$ cat config.mk
export PLATFORM = sky130hd
export DESIGN_NAME = ordered_array_list_engine_unit_flat
export DESIGN_NICKNAME = d
export VERILOG_FILES = /design/src/sv/oale_pkg.sv /design/src/sv/oale_in_if.sv /design/src/sv/oale_out_if.sv /design/src/sv/oale_ram.sv /design/src/sv/ordered_array_list_engine_unit.sv /design/src/flat_wrapper.sv
export VERILOG_INCLUDE_DIRS = /design/src /design/src/sv
export SDC_FILE = /design/constraint.sdc
export NUM_CORES = 2
export LEC_CHECK = 0
export BUFFER_PORTS_ARGS = -buffer_cell sky130_fd_sc_hd__clkbuf_2
export CORE_MARGIN = 10
export CORE_UTILIZATION = 55
export CTS_CLUSTER_DIAMETER = 80
export CTS_CLUSTER_SIZE = 28
export DETAILED_ROUTE_END_ITERATION = 10
export PLACE_DENSITY = 0.76
export SYNTH_ARGS = -nofsm -noshare
export SYNTH_HDL_FRONTEND = slang
export SYNTH_HIERARCHICAL = 1
export SYNTH_SLANG_ARGS = --single-unit
$ cat constraint.sdc
create_clock -name clk -period 8.9 [get_ports clk]
set_input_delay 1.335 -clock clk [delete_from_list [all_inputs] [get_ports clk]]
set_output_delay 1.335 -clock clk [all_outputs]
set_load 0.1 [all_outputs]
$ cat src/sv/ordered_array_list_engine_unit_defines.svh
// Assertion helpers used by the list engine RTL.
// Each macro expects clk and rst_n in scope.
`ifndef ORDERED_ARRAY_LIST_ENGINE_UNIT_DEFINES_SVH
`define ORDERED_ARRAY_LIST_ENGINE_UNIT_DEFINES_SVH

// Check a property on every clock edge outside reset.
`define OALE_ASSERT(lbl, prop, msg) \
  lbl: assert property (@(posedge clk) disable iff (!rst_n) (prop)) else $error(msg);

// Check that a condition implies a consequence in the same cycle.
`define OALE_ASSERT_IMPL(lbl, ante, cons, msg) \
  lbl: assert property (@(posedge clk) disable iff (!rst_n) (ante) |-> (cons)) \
    else $error(msg);

`endif

$ cat src/sv/oale_pkg.sv
`timescale 1ns / 1ps

package oale_pkg;

  localparam int CAPACITY_DEF     = 16;
  localparam int KEY_BITS_DEF     = 32;
  localparam int PAYLOAD_BITS_DEF = 32;

  localparam int MODE_W   = 3;
  localparam int POS_W    = 5;
  localparam int FIELD_W  = 32;
  localparam int STATUS_W = 2;

  localparam logic [POS_W-1:0] NO_POS = 5'h1F;

  typedef enum logic [MODE_W-1:0] {
    OP_APPEND   = 3'd0,
    OP_INSERT   = 3'd1,
    OP_DELETE   = 3'd2,
    OP_REPLACE  = 3'd3,
    OP_CONTAINS = 3'd4,
    OP_READ     = 3'd5,
    OP_FIND     = 3'd6,
    OP_NOP      = 3'd7
  } op_mode_t;

  typedef enum logic [STATUS_W-1:0] {
    ST_OK     = 2'd0,
    ST_FULL   = 2'd1,
    ST_BADPOS = 2'd2,
    ST_EMPTY  = 2'd3
  } status_t;

  typedef enum logic [1:0] {
    S_IDLE  = 2'd0,
    S_START = 2'd1,
    S_WALK  = 2'd2,
    S_DONE  = 2'd3
  } state_t;

endpackage

$ cat src/sv/oale_in_if.sv
`timescale 1ns / 1ps

interface oale_in_if import oale_pkg::*; ();
  logic                 valid;
  logic                 ready;
  op_mode_t             mode;
  logic [POS_W-1:0]     position;
  logic [FIELD_W-1:0]   entry_key;
  logic [FIELD_W-1:0]   entry_payload;

  modport source (output valid, mode, position, entry_key, entry_payload, input ready);
  modport sink   (input valid, mode, position, entry_key, entry_payload, output ready);
endinterface

$ cat src/sv/oale_out_if.sv
`timescale 1ns / 1ps

interface oale_out_if import oale_pkg::*; ();
  logic                      valid;
  logic                      ready;
  status_t                   status;
  logic                      found;
  logic signed [POS_W-1:0]   found_position;
  logic [FIELD_W-1:0]        out_key;
  logic [FIELD_W-1:0]        out_payload;
  logic [POS_W-1:0]          entry_count;
  logic                      is_empty;
  logic                      is_full;

  modport source (output valid, status, found, found_position, out_key, out_payload,
                  entry_count, is_empty, is_full, input ready);
  modport sink   (input valid, status, found, found_position, out_key, out_payload,
                  entry_count, is_empty, is_full, output ready);
endinterface

$ cat src/sv/oale_ram.sv
`timescale 1ns / 1ps

module oale_ram import oale_pkg::*; #(
  parameter int WIDTH = KEY_BITS_DEF + PAYLOAD_BITS_DEF,
  parameter int DEPTH = CAPACITY_DEF
) (
  input  logic                     clk,
  input  logic                     we,
  input  logic [$clog2(DEPTH)-1:0] waddr,
  input  logic [WIDTH-1:0]         wdata,
  input  logic                     re,
  input  logic [$clog2(DEPTH)-1:0] raddr,
  output logic [WIDTH-1:0]         rdata
);

  logic [WIDTH-1:0] mem [DEPTH];

  always_ff @(posedge clk) begin
    if (we) begin
      mem[waddr] <= wdata;
    end
    if (re) begin
      rdata <= mem[raddr];
    end
  end

endmodule

$ cat src/sv/ordered_array_list_engine_unit.sv
`timescale 1ns / 1ps
// Ordered list of up to CAPACITY entries (key and payload) kept in one
// single-port-read entry RAM with a registered read. Each request
// selects append, insert, delete, replace, read, contains or find; every
// response carries a status (ok, full, bad position, empty), the entry
// count and the empty and full flags. One request is worked at a time:
// append, replace, rejected requests and the unused mode need no walk;
// insert, delete, read, contains and find walk the RAM read port over
// entries from the position to the end for insert and delete, one entry
// for read, and entries up to and including the first match for contains
// and find, all of them on a miss (none for an insert at the end or a
// search of an empty list). The RAM read port visits one entry per cycle.
// A stalled response holds the block in S_DONE until the response
// register frees. The response register lets the next request be taken
// while the last response still waits downstream.
`include "ordered_array_list_engine_unit_defines.svh"

module ordered_array_list_engine_unit import oale_pkg::*; #(
  parameter int CAPACITY     = CAPACITY_DEF,
  parameter int KEY_BITS     = KEY_BITS_DEF,
  parameter int PAYLOAD_BITS = PAYLOAD_BITS_DEF
) (
  input  logic       clk,
  input  logic       rst_n,
  oale_in_if.sink    in_chan,
  oale_out_if.source out_chan
);

  localparam int DW   = KEY_BITS + PAYLOAD_BITS;
  localparam int AW   = $clog2(CAPACITY);
  localparam int CW   = $clog2(CAPACITY + 1);
  localparam int CMPW = (CW > POS_W) ? CW : POS_W;

  // Control state.
  state_t            state_r, state_nxt;
  logic [CW-1:0]     count_r, count_nxt;
  logic [AW-1:0]     rd_ptr_r, rd_ptr_nxt;     // next RAM address to read
  logic [CW-1:0]     rd_left_r, rd_left_nxt;   // reads still to issue
  logic              pend_r, pend_nxt;         // read data arrives this cycle
  logic [AW-1:0]     pend_addr_r, pend_addr_nxt;
  logic              out_valid_r, out_valid_nxt;

  // Latched request.
  op_mode_t          op_mode_r;
  logic [POS_W-1:0]  op_pos_r;
  logic [KEY_BITS-1:0]     op_key_r;
  logic [PAYLOAD_BITS-1:0] op_pay_r;

  // Result being built.
  status_t           res_status_r, res_status_nxt;
  logic              res_found_r, res_found_nxt;
  logic [POS_W-1:0]  res_fpos_r, res_fpos_nxt;
  logic [FIELD_W-1:0] res_key_r, res_key_nxt;
  logic [FIELD_W-1:0] res_pay_r, res_pay_nxt;

  // Response register.
  status_t           out_status_r;
  logic              out_found_r;
  logic [POS_W-1:0]  out_fpos_r;
  logic [FIELD_W-1:0] out_key_r;
  logic [FIELD_W-1:0] out_pay_r;
  logic [POS_W-1:0]  out_count_r;
  logic              out_empty_r;
  logic              out_full_r;

  // RAM port.
  logic              ram_we;
  logic [AW-1:0]     ram_waddr;
  logic [DW-1:0]     ram_wdata;
  logic              ram_re;
  logic [AW-1:0]     ram_raddr;
  logic [DW-1:0]     ram_rdata;

  logic              accept;
  logic              out_free;
  logic [CMPW-1:0]   pos_x;
  logic [CMPW-1:0]   cnt_x;
  logic              list_full;
  logic              list_empty;
  status_t           start_status;
  logic              start_walk;
  logic              walk_done;
  logic              key_hit;
  logic [KEY_BITS-1:0]     rd_key;
  logic [PAYLOAD_BITS-1:0] rd_pay;

  oale_ram #(
    .WIDTH (DW),
    .DEPTH (CAPACITY)
  ) u_entry_ram (
    .clk   (clk),
    .we    (ram_we),
    .waddr (ram_waddr),
    .wdata (ram_wdata),
    .re    (ram_re),
    .raddr (ram_raddr),
    .rdata (ram_rdata)
  );

  assign accept     = in_chan.valid && in_chan.ready;
  assign in_chan.ready = (state_r == S_IDLE);
  assign out_free   = !out_valid_r || out_chan.ready;

  assign pos_x      = CMPW'(op_pos_r);
  assign cnt_x      = CMPW'(count_r);
  assign list_full  = (count_r == CW'(CAPACITY));
  assign list_empty = (count_r == '0);

  assign rd_key     = ram_rdata[DW-1:PAYLOAD_BITS];
  assign rd_pay     = ram_rdata[PAYLOAD_BITS-1:0];
  assign key_hit    = pend_r && (rd_key == op_key_r);
  assign walk_done  = (rd_left_r == '0) && !pend_r;

  // Check the request against the list before touching the RAM.
  always_comb begin
    start_status = ST_OK;
    unique case (op_mode_r)
      OP_APPEND: begin
        if (list_full) start_status = ST_FULL;
      end
      OP_INSERT: begin
        if (list_full)          start_status = ST_FULL;
        else if (pos_x > cnt_x) start_status = ST_BADPOS;
      end
      OP_DELETE: begin
        if (list_empty)          start_status = ST_EMPTY;
        else if (pos_x >= cnt_x) start_status = ST_BADPOS;
      end
      OP_REPLACE, OP_READ: begin
        if (pos_x >= cnt_x) start_status = ST_BADPOS;
      end
      OP_CONTAINS, OP_FIND, OP_NOP: begin
        start_status = ST_OK;
      end
      default: start_status = ST_OK;
    endcase
  end

  always_comb begin
    case (op_mode_r) inside
      OP_INSERT, OP_DELETE, OP_READ, OP_CONTAINS, OP_FIND:
        start_walk = (start_status == ST_OK);
      default:
        start_walk = 1'b0;
    endcase
  end

  // Next state.
  always_comb begin
    state_nxt = state_r;
    unique case (state_r)
      S_IDLE:  if (accept) state_nxt = S_START;
      S_START: state_nxt = start_walk ? S_WALK : S_DONE;
      S_WALK:  if (walk_done) state_nxt = S_DONE;
      S_DONE:  if (out_free) state_nxt = S_IDLE;
      default: state_nxt = S_IDLE;
    endcase
  end

  // Datapath and RAM control.
  always_comb begin
    count_nxt      = count_r;
    rd_ptr_nxt     = rd_ptr_r;
    rd_left_nxt    = rd_left_r;
    pend_nxt       = 1'b0;
    pend_addr_nxt  = pend_addr_r;
    res_status_nxt = res_status_r;
    res_found_nxt  = res_found_r;
    res_fpos_nxt   = res_fpos_r;
    res_key_nxt    = res_key_r;
    res_pay_nxt    = res_pay_r;
    out_valid_nxt  = out_valid_r && !out_chan.ready;
    ram_we         = 1'b0;
    ram_waddr      = '0;
    ram_wdata      = '0;
    ram_re         = 1'b0;
    ram_raddr      = '0;

    unique case (state_r)
      S_IDLE: begin
        out_valid_nxt = out_valid_r && !out_chan.ready;
      end

      S_START: begin
        res_status_nxt = start_status;
        res_found_nxt  = 1'b0;
        res_fpos_nxt   = NO_POS;
        res_key_nxt    = '0;
        res_pay_nxt    = '0;
        if (start_status == ST_OK) begin
          unique case (op_mode_r)
            OP_APPEND: begin
              ram_we    = 1'b1;
              ram_waddr = AW'(count_r);
              ram_wdata = {op_key_r, op_pay_r};
              count_nxt = CW'(count_r + 1'b1);
            end
            OP_REPLACE: begin
              ram_we    = 1'b1;
              ram_waddr = AW'(op_pos_r);
              ram_wdata = {op_key_r, op_pay_r};
            end
            OP_INSERT: begin
              // Walk down from the last entry to the position.
              rd_ptr_nxt  = AW'(count_r - 1'b1);
              rd_left_nxt = CW'(cnt_x - pos_x);
            end
            OP_DELETE: begin
              // Walk up from the position; its own entry is the removed one.
              rd_ptr_nxt  = AW'(op_pos_r);
              rd_left_nxt = CW'(cnt_x - pos_x);
            end
            OP_READ: begin
              rd_ptr_nxt  = AW'(op_pos_r);
              rd_left_nxt = CW'(1);
            end
            OP_CONTAINS, OP_FIND: begin
              rd_ptr_nxt  = '0;
              rd_left_nxt = count_r;
            end
            default: begin
              count_nxt = count_r;
            end
          endcase
        end
      end

      S_WALK: begin
        // Issue the next read.
        if (rd_left_r != '0) begin
          ram_re        = 1'b1;
          ram_raddr     = rd_ptr_r;
          pend_nxt      = 1'b1;
          pend_addr_nxt = rd_ptr_r;
          rd_left_nxt   = CW'(rd_left_r - 1'b1);
          rd_ptr_nxt    = (op_mode_r == OP_INSERT) ? AW'(rd_ptr_r - 1'b1)
                                                   : AW'(rd_ptr_r + 1'b1);
        end
        // Consume the data read last cycle.
        if (pend_r) begin
          unique case (op_mode_r)
            OP_INSERT: begin
              ram_we    = 1'b1;
              ram_waddr = AW'(pend_addr_r + 1'b1);
              ram_wdata = ram_rdata;
            end
            OP_DELETE: begin
              if (pend_addr_r == AW'(op_pos_r)) begin
                res_key_nxt = FIELD_W'(rd_key);
                res_pay_nxt = FIELD_W'(rd_pay);
              end else begin
                ram_we    = 1'b1;
                ram_waddr = AW'(pend_addr_r - 1'b1);
                ram_wdata = ram_rdata;
              end
            end
            OP_READ: begin
              res_key_nxt = FIELD_W'(rd_key);
              res_pay_nxt = FIELD_W'(rd_pay);
            end
            OP_CONTAINS, OP_FIND: begin
              if (key_hit) begin
                // First match: drop the read in flight and stop.
                res_found_nxt = 1'b1;
                res_fpos_nxt  = POS_W'(pend_addr_r);
                rd_left_nxt   = '0;
                pend_nxt      = 1'b0;
              end
            end
            default: begin
              pend_nxt = 1'b0;
            end
          endcase
        end
        // Close out the walk.
        if (walk_done) begin
          if (op_mode_r == OP_INSERT) begin
            ram_we    = 1'b1;
            ram_waddr = AW'(op_pos_r);
            ram_wdata = {op_key_r, op_pay_r};
            count_nxt = CW'(count_r + 1'b1);
          end else if (op_mode_r == OP_DELETE) begin
            count_nxt = CW'(count_r - 1'b1);
          end
        end
      end

      S_DONE: begin
        if (out_free) begin
          out_valid_nxt = 1'b1;
        end
      end

      default: begin
        pend_nxt = 1'b0;
      end
    endcase
  end

  always_ff @(posedge clk) begin
    if (!rst_n) begin
      state_r     <= S_IDLE;
      count_r     <= '0;
      rd_ptr_r    <= '0;
      rd_left_r   <= '0;
      pend_r      <= 1'b0;
      out_valid_r <= 1'b0;
    end else begin
      state_r     <= state_nxt;
      count_r     <= count_nxt;
      rd_ptr_r    <= rd_ptr_nxt;
      rd_left_r   <= rd_left_nxt;
      pend_r      <= pend_nxt;
      out_valid_r <= out_valid_nxt;
    end
  end

  // Payload registers: hold the request, build and present the response.
  always_ff @(posedge clk) begin
    pend_addr_r  <= pend_addr_nxt;
    res_status_r <= res_status_nxt;
    res_found_r  <= res_found_nxt;
    res_fpos_r   <= res_fpos_nxt;
    res_key_r    <= res_key_nxt;
    res_pay_r    <= res_pay_nxt;
    if (accept) begin
      op_mode_r <= in_chan.mode;
      op_pos_r  <= in_chan.position;
      op_key_r  <= in_chan.entry_key[KEY_BITS-1:0];
      op_pay_r  <= in_chan.entry_payload[PAYLOAD_BITS-1:0];
    end
    if (state_r == S_DONE && out_free) begin
      out_status_r <= res_status_r;
      out_found_r  <= res_found_r;
      out_fpos_r   <= res_fpos_r;
      out_key_r    <= res_key_r;
      out_pay_r    <= res_pay_r;
      out_count_r  <= POS_W'(count_r);
      out_empty_r  <= list_empty;
      out_full_r   <= list_full;
    end
  end

  assign out_chan.valid          = out_valid_r;
  assign out_chan.status         = out_status_r;
  assign out_chan.found          = out_found_r;
  assign out_chan.found_position = out_fpos_r;
  assign out_chan.out_key        = out_key_r;
  assign out_chan.out_payload    = out_pay_r;
  assign out_chan.entry_count    = out_count_r;
  assign out_chan.is_empty       = out_empty_r;
  assign out_chan.is_full        = out_full_r;

  // Never read and write the same RAM entry in one cycle: the walk order
  // must keep the read ahead of the shifted write.
  `OALE_ASSERT_IMPL(a_no_rw_overlap, ram_we && ram_re, ram_waddr != ram_raddr,
                    "entry RAM read and write collide")

  `OALE_ASSERT(a_count_bound, count_r <= CW'(CAPACITY),
               "entry count exceeds capacity")

  // Count moves only while a request is being worked.
  `OALE_ASSERT_IMPL(a_count_moves, !$stable(count_r),
                    $past(state_r) == S_START || $past(state_r) == S_WALK,
                    "entry count changed outside a request")

  // A response that reports a match carries an ok status.
  `OALE_ASSERT_IMPL(a_found_ok, out_valid_r && out_found_r, out_status_r == ST_OK,
                    "match reported with an error status")

endmodule
$ cat src/flat_wrapper.sv
// flat-port wrapper written by rule: the top's interface ports become plain ports
module ordered_array_list_engine_unit_flat import oale_pkg::*;
#(
  parameter int CAPACITY     = CAPACITY_DEF,
  parameter int KEY_BITS     = KEY_BITS_DEF,
  parameter int PAYLOAD_BITS = PAYLOAD_BITS_DEF
)
  (clk, rst_n, in_chan_valid, in_chan_mode, in_chan_position, in_chan_entry_key, in_chan_entry_payload, in_chan_ready, out_chan_valid, out_chan_status, out_chan_found, out_chan_found_position, out_chan_out_key, out_chan_out_payload, out_chan_entry_count, out_chan_is_empty, out_chan_is_full, out_chan_ready);
  oale_in_if in_chan_i ();
  oale_out_if out_chan_i ();
  input  logic clk;
  input  logic rst_n;
  input wire logic [$bits(in_chan_i.valid)-1:0] in_chan_valid;
  input wire logic [$bits(in_chan_i.mode)-1:0] in_chan_mode;
  input wire logic [$bits(in_chan_i.position)-1:0] in_chan_position;
  input wire logic [$bits(in_chan_i.entry_key)-1:0] in_chan_entry_key;
  input wire logic [$bits(in_chan_i.entry_payload)-1:0] in_chan_entry_payload;
  output wire logic [$bits(in_chan_i.ready)-1:0] in_chan_ready;
  output wire logic [$bits(out_chan_i.valid)-1:0] out_chan_valid;
  output wire logic [$bits(out_chan_i.status)-1:0] out_chan_status;
  output wire logic [$bits(out_chan_i.found)-1:0] out_chan_found;
  output wire logic [$bits(out_chan_i.found_position)-1:0] out_chan_found_position;
  output wire logic [$bits(out_chan_i.out_key)-1:0] out_chan_out_key;
  output wire logic [$bits(out_chan_i.out_payload)-1:0] out_chan_out_payload;
  output wire logic [$bits(out_chan_i.entry_count)-1:0] out_chan_entry_count;
  output wire logic [$bits(out_chan_i.is_empty)-1:0] out_chan_is_empty;
  output wire logic [$bits(out_chan_i.is_full)-1:0] out_chan_is_full;
  input wire logic [$bits(out_chan_i.ready)-1:0] out_chan_ready;
  assign in_chan_i.valid = in_chan_valid;
  assign in_chan_i.mode = in_chan_mode;
  assign in_chan_i.position = in_chan_position;
  assign in_chan_i.entry_key = in_chan_entry_key;
  assign in_chan_i.entry_payload = in_chan_entry_payload;
  assign in_chan_ready = in_chan_i.ready;
  assign out_chan_valid = out_chan_i.valid;
  assign out_chan_status = out_chan_i.status;
  assign out_chan_found = out_chan_i.found;
  assign out_chan_found_position = out_chan_i.found_position;
  assign out_chan_out_key = out_chan_i.out_key;
  assign out_chan_out_payload = out_chan_i.out_payload;
  assign out_chan_entry_count = out_chan_i.entry_count;
  assign out_chan_is_empty = out_chan_i.is_empty;
  assign out_chan_is_full = out_chan_i.is_full;
  assign out_chan_i.ready = out_chan_ready;
  ordered_array_list_engine_unit #(.CAPACITY(CAPACITY), .KEY_BITS(KEY_BITS), .PAYLOAD_BITS(PAYLOAD_BITS)) u_core (.clk(clk), .rst_n(rst_n), .in_chan(in_chan_i), .out_chan(out_chan_i));
endmodule
==> flow_metrics.py <==
metrics = {
    "detailed_routing": {
        "drtIter0Drc": 3799,
        "dr.pass1.iters": 7,
        "met1_length_um": 42800,
        "wl_met2_um": 56500,
        "drt-total-wl_um": 116000,
        "wl_met3_um": 13000,
        "drc": 0,
        "postRouteAntennaNets": 0,
        "num_vias": 25200,
        "wire_per_inst_um": 30.9,
        "maxUsedRoutingLayer": "met4",
        "vias_per_cell": 6.73,
    },
    "clock_tree": {
        "cts-buffers-inserted": 55,
        "cts_root_buf": "clkbuf_16",
        "clock_path_buffers": 3,
        "cts_setup_buffers": 0,
        "clk_latency_ns": 0.68,
        "holdBufCountCts": 0,
        "clk_pin_slew_ns": 0.11,
        "post_cts_resized": 0,
        "cts_tree": "built",
        "clock-sinks": 1333,
        "cts_max_level": 2,
    },
    "finish": {
        "nNetsFinal": 2639,
        "diodes": 0,
        "area_delta_synth_final_pct": 7.53,
        "layout_common_cells": "edfxtp_1, mux4_2, clkbuf_2, a22oi_1, nand2_1",
        "layout_commonest_cell": "edfxtp_1",
        "stdcell_area_um2": 54700,
        "final_cells": 3744,
        "drive_gt1_share_pct": 22.1,
        "nFillCells": 6223,
    },
    "outcome": {
        "status": "finished, final reports clean",
    },
    "floorplanning": {
        "boundaryPins": 157,
        "rows": 111,
        "dieArea_um2": 105000,
        "die_w_um": 324,
        "die_h_um": 324,
        "core_area_um2": 91700,
        "start_util_pct": 55.5,
    },
    "yosys": {
        "synthDistinctLibCells": 71,
        "synthTopCellsByArea": "edfxtp_1, mux4_2, a22oi_1, a22o_1, and2_1",
        "synth_edf_count": 1315,
        "ys.warnings.count": 6,
        "postSynth.asyncResetShare_pct": 0,
        "syn_inst": 2401,
        "ys.flop_type": "edfxtp_1",
        "synth_top_area_share_pct": 77.7,
        "avgSynthCellArea_um2": 21.2,
        "ys_ff_latch": 1333,
        "ys_seq_area_share_pct": 78.4,
        "synth_nets": 2496,
        "synth_area_um2": 50800,
        "synth_area_leader_cell": "edfxtp_1",
    },
    "timing": {
        "hold_viol": 0,
        "max-slew-margin-rel_pct": 17.3,
        "max_slew.worst_pin.slew_ns": 1.24,
        "rsz0062_at_grt": "false",
        "fin_crit_sh_pct": 57.3,
        "finalSetupViolations": 0,
        "skew_ns": 0.0342,
        "max_freq_mhz": 196,
        "fin_crit_ns": 5.10,
        "setup-tns-final_ns": 0,
        "drv_slew": 0,
        "whs_ns": 0.425,
    },
    "setup_path": {
        "crit_type": "reg -> reg",
        "crit_path_max_fanout": 57,
        "cp.required_ns": 9.20,
        "cp.arrival_ns": 5.40,
        "reg2regPathDepth": 9,
        "r2r-start": "u_core/state_r[0]",
        "critPathLaunchType": "register",
        "worst-r2r-setup-slack_ns": 3.80,
        "worstReg2RegEnd": "u_core/u_entry_ram/mem[13][12]",
        "cp-end-kind": "register",
    },
    "global_routing": {
        "grt_overflow": 0,
        "grt_antenna_before_repair": 0,
        "grt_pass1_wl_um": 170000,
        "grt_max_degree": 180,
        "grt_pass1_vias": 25300,
        "grt_usage_pct": 22.1,
    },
    "worst_hold_path": {
        "hold_depth": 0,
        "whs_endpoint": "u_core/out_chan.out_key[28]",
        "hold_path_class": "reg -> reg",
        "min_from": "u_core/res_key_r[28]",
    },
    "pwr": {
        "ir_worst_vdd_mv": 0.147,
        "powerDensity_nw_per_um2": 227,
        "leakagePower_nw": 14.5,
    },
    "placed_design": {
        "place_congestion": 0.956,
        "dp.cells": 3673,
        "port_buffers": 156,
        "placed_area_um2": 53100,
        "dp_hpwl_um": 62600,
    },
    "run": {
        "drv_cap": 0,
    },
}
## sequential cells by signal, indices dropped and copies added (netlist names), 2 cells and up
signal / flops
u_core/res_status_r: 2
u_core/op_pay_r: 32
u_core/out_chan.found_position: 5
u_core/cnt_x: 5
u_core/res_fpos_r: 5
u_core/state_r: 2
u_core/pend_addr_r: 4
u_core/rd_left_r: 5
u_core/u_entry_ram/mem: 1024
u_core/rd_ptr_r: 4
u_core/u_entry_ram/rdata: 64
u_core/out_chan.out_payload: 32
u_core/op_pos_r: 5
u_core/out_chan.entry_count: 5
u_core/res_pay_r: 32
u_core/out_chan.status: 2
u_core/out_chan.out_key: 32
u_core/op_key_r: 32
u_core/op_mode_r: 3
u_core/res_key_r: 32
## how the worst max path moves through the flow
| stage | start | endpoint | slack [ns] | cells past startpoint |
|---|---|---|---|---|
| 2_1_floorplan | u_core/op_pos_r[1] | u_core/u_entry_ram/mem[0][0] | 1.62 | 10 |
| 3_3_place_gp | u_core/state_r[0] | u_core/u_entry_ram/mem[13][18] | 4.10 | 9 |
| 3_5_place_dp | u_core/state_r[0] | u_core/u_entry_ram/mem[13][18] | 3.92 | 9 |
| 4_1_cts | u_core/state_r[0] | u_core/u_entry_ram/mem[13][12] | 3.89 | 9 |
| 5_1_grt | u_core/op_mode_r[2] | u_core/u_entry_ram/mem[11][63] | 3.55 | 10 |
| 6_report | u_core/state_r[0] | u_core/u_entry_ram/mem[13][12] | 3.80 | 9 |
## report_power, final
| group | total (W) | switching (W) | leakage (nW) | internal (W) |
|---|---|---|---|---|
| combinational | 0.00179 | 0.00135 | 3.46 | 0.000444 |
| sequential | 0.00762 | 0.000206 | 10.3 | 0.00741 |
| clock | 0.00298 | 0.00179 | 0.758 | 0.00119 |
| total | 0.0124 | 0.00335 | 14.5 | 0.00905 |
## worst max-delay path, stage by stage (launching register included)
cell,delay (ns)
dfxtp_1,0.35
inv_1,0.16
ha_4,0.49
buf_4,0.75
nand3_1,0.27
o221ai_1,0.24
and2_1,0.36
nand2b_1,0.33
nor2_4,0.75
buf_4,0.90
## stage by stage
stage	setup slack, ns	power [W]	utilization [%]
2_1_floorplan	1.62	0.00892	-
3_3_place_gp	4.10	0.00946	57.9
3_5_place_dp	3.92	0.00953	57.9
4_1_cts	3.89	0.0124	59.6
5_1_grt	3.55	0.0128	59.6
6_report	3.80	0.0124	59.6
## final cells by class
type	instances	area (um2)	area share (%)
Timing Repair Buffer	206	1220	2.23
Clock buffer	63	1430	2.61
Sequential cell	1333	39800	72.9
Inverter	24	91.3	0.167
Clock inverter	8	131	0.240
Multi-Input combinational cell	924	10500	19.1
Tap cell	1186	1480	2.71
## synthesized netlist by cell type, types with 12 or more instances
| master | instances |
|---|---|
| edfxtp_1 | 1315 |
| mux4_2 | 256 |
| a22oi_1 | 132 |
| nand2_1 | 95 |
| and2_1 | 72 |
| a22o_1 | 63 |
| clkbuf_1 | 57 |
| nor2_1 | 41 |
| xnor2_1 | 34 |
| a21oi_1 | 22 |
| inv_1 | 22 |
| o21ai_0 | 22 |
| nand4_1 | 21 |
| buf_1 | 19 |
| buf_2 | 18 |
| dfxtp_1 | 18 |
| ha_1 | 17 |
| nor3_1 | 15 |
| buf_6 | 14 |
| nand3_1 | 13 |
| buf_4 | 12 |
## metal layers
metal | track usage [%] | up-vias
met5 | 0 | -
met2 | 35.6 | 1758
met3 | 4.10 | 238
li1 | - | 10200
met1 | 30.8 | 13000
met4 | 6.44 | 0
## cell families (layout without fill, tap and decap cells)
group	Yosys count	in the layout	share of synthesized area, %
compound gates	298	298	4.47
simple gates	306	306	3.13
buf+inv	144	301	1.40
mux	258	258	11.4
fa+ha+maj	19	19	0.497
xor+xnor	43	43	0.741
flops	1333	1333	78.4
No activity file was read; power rests on OpenSTA's default activity.
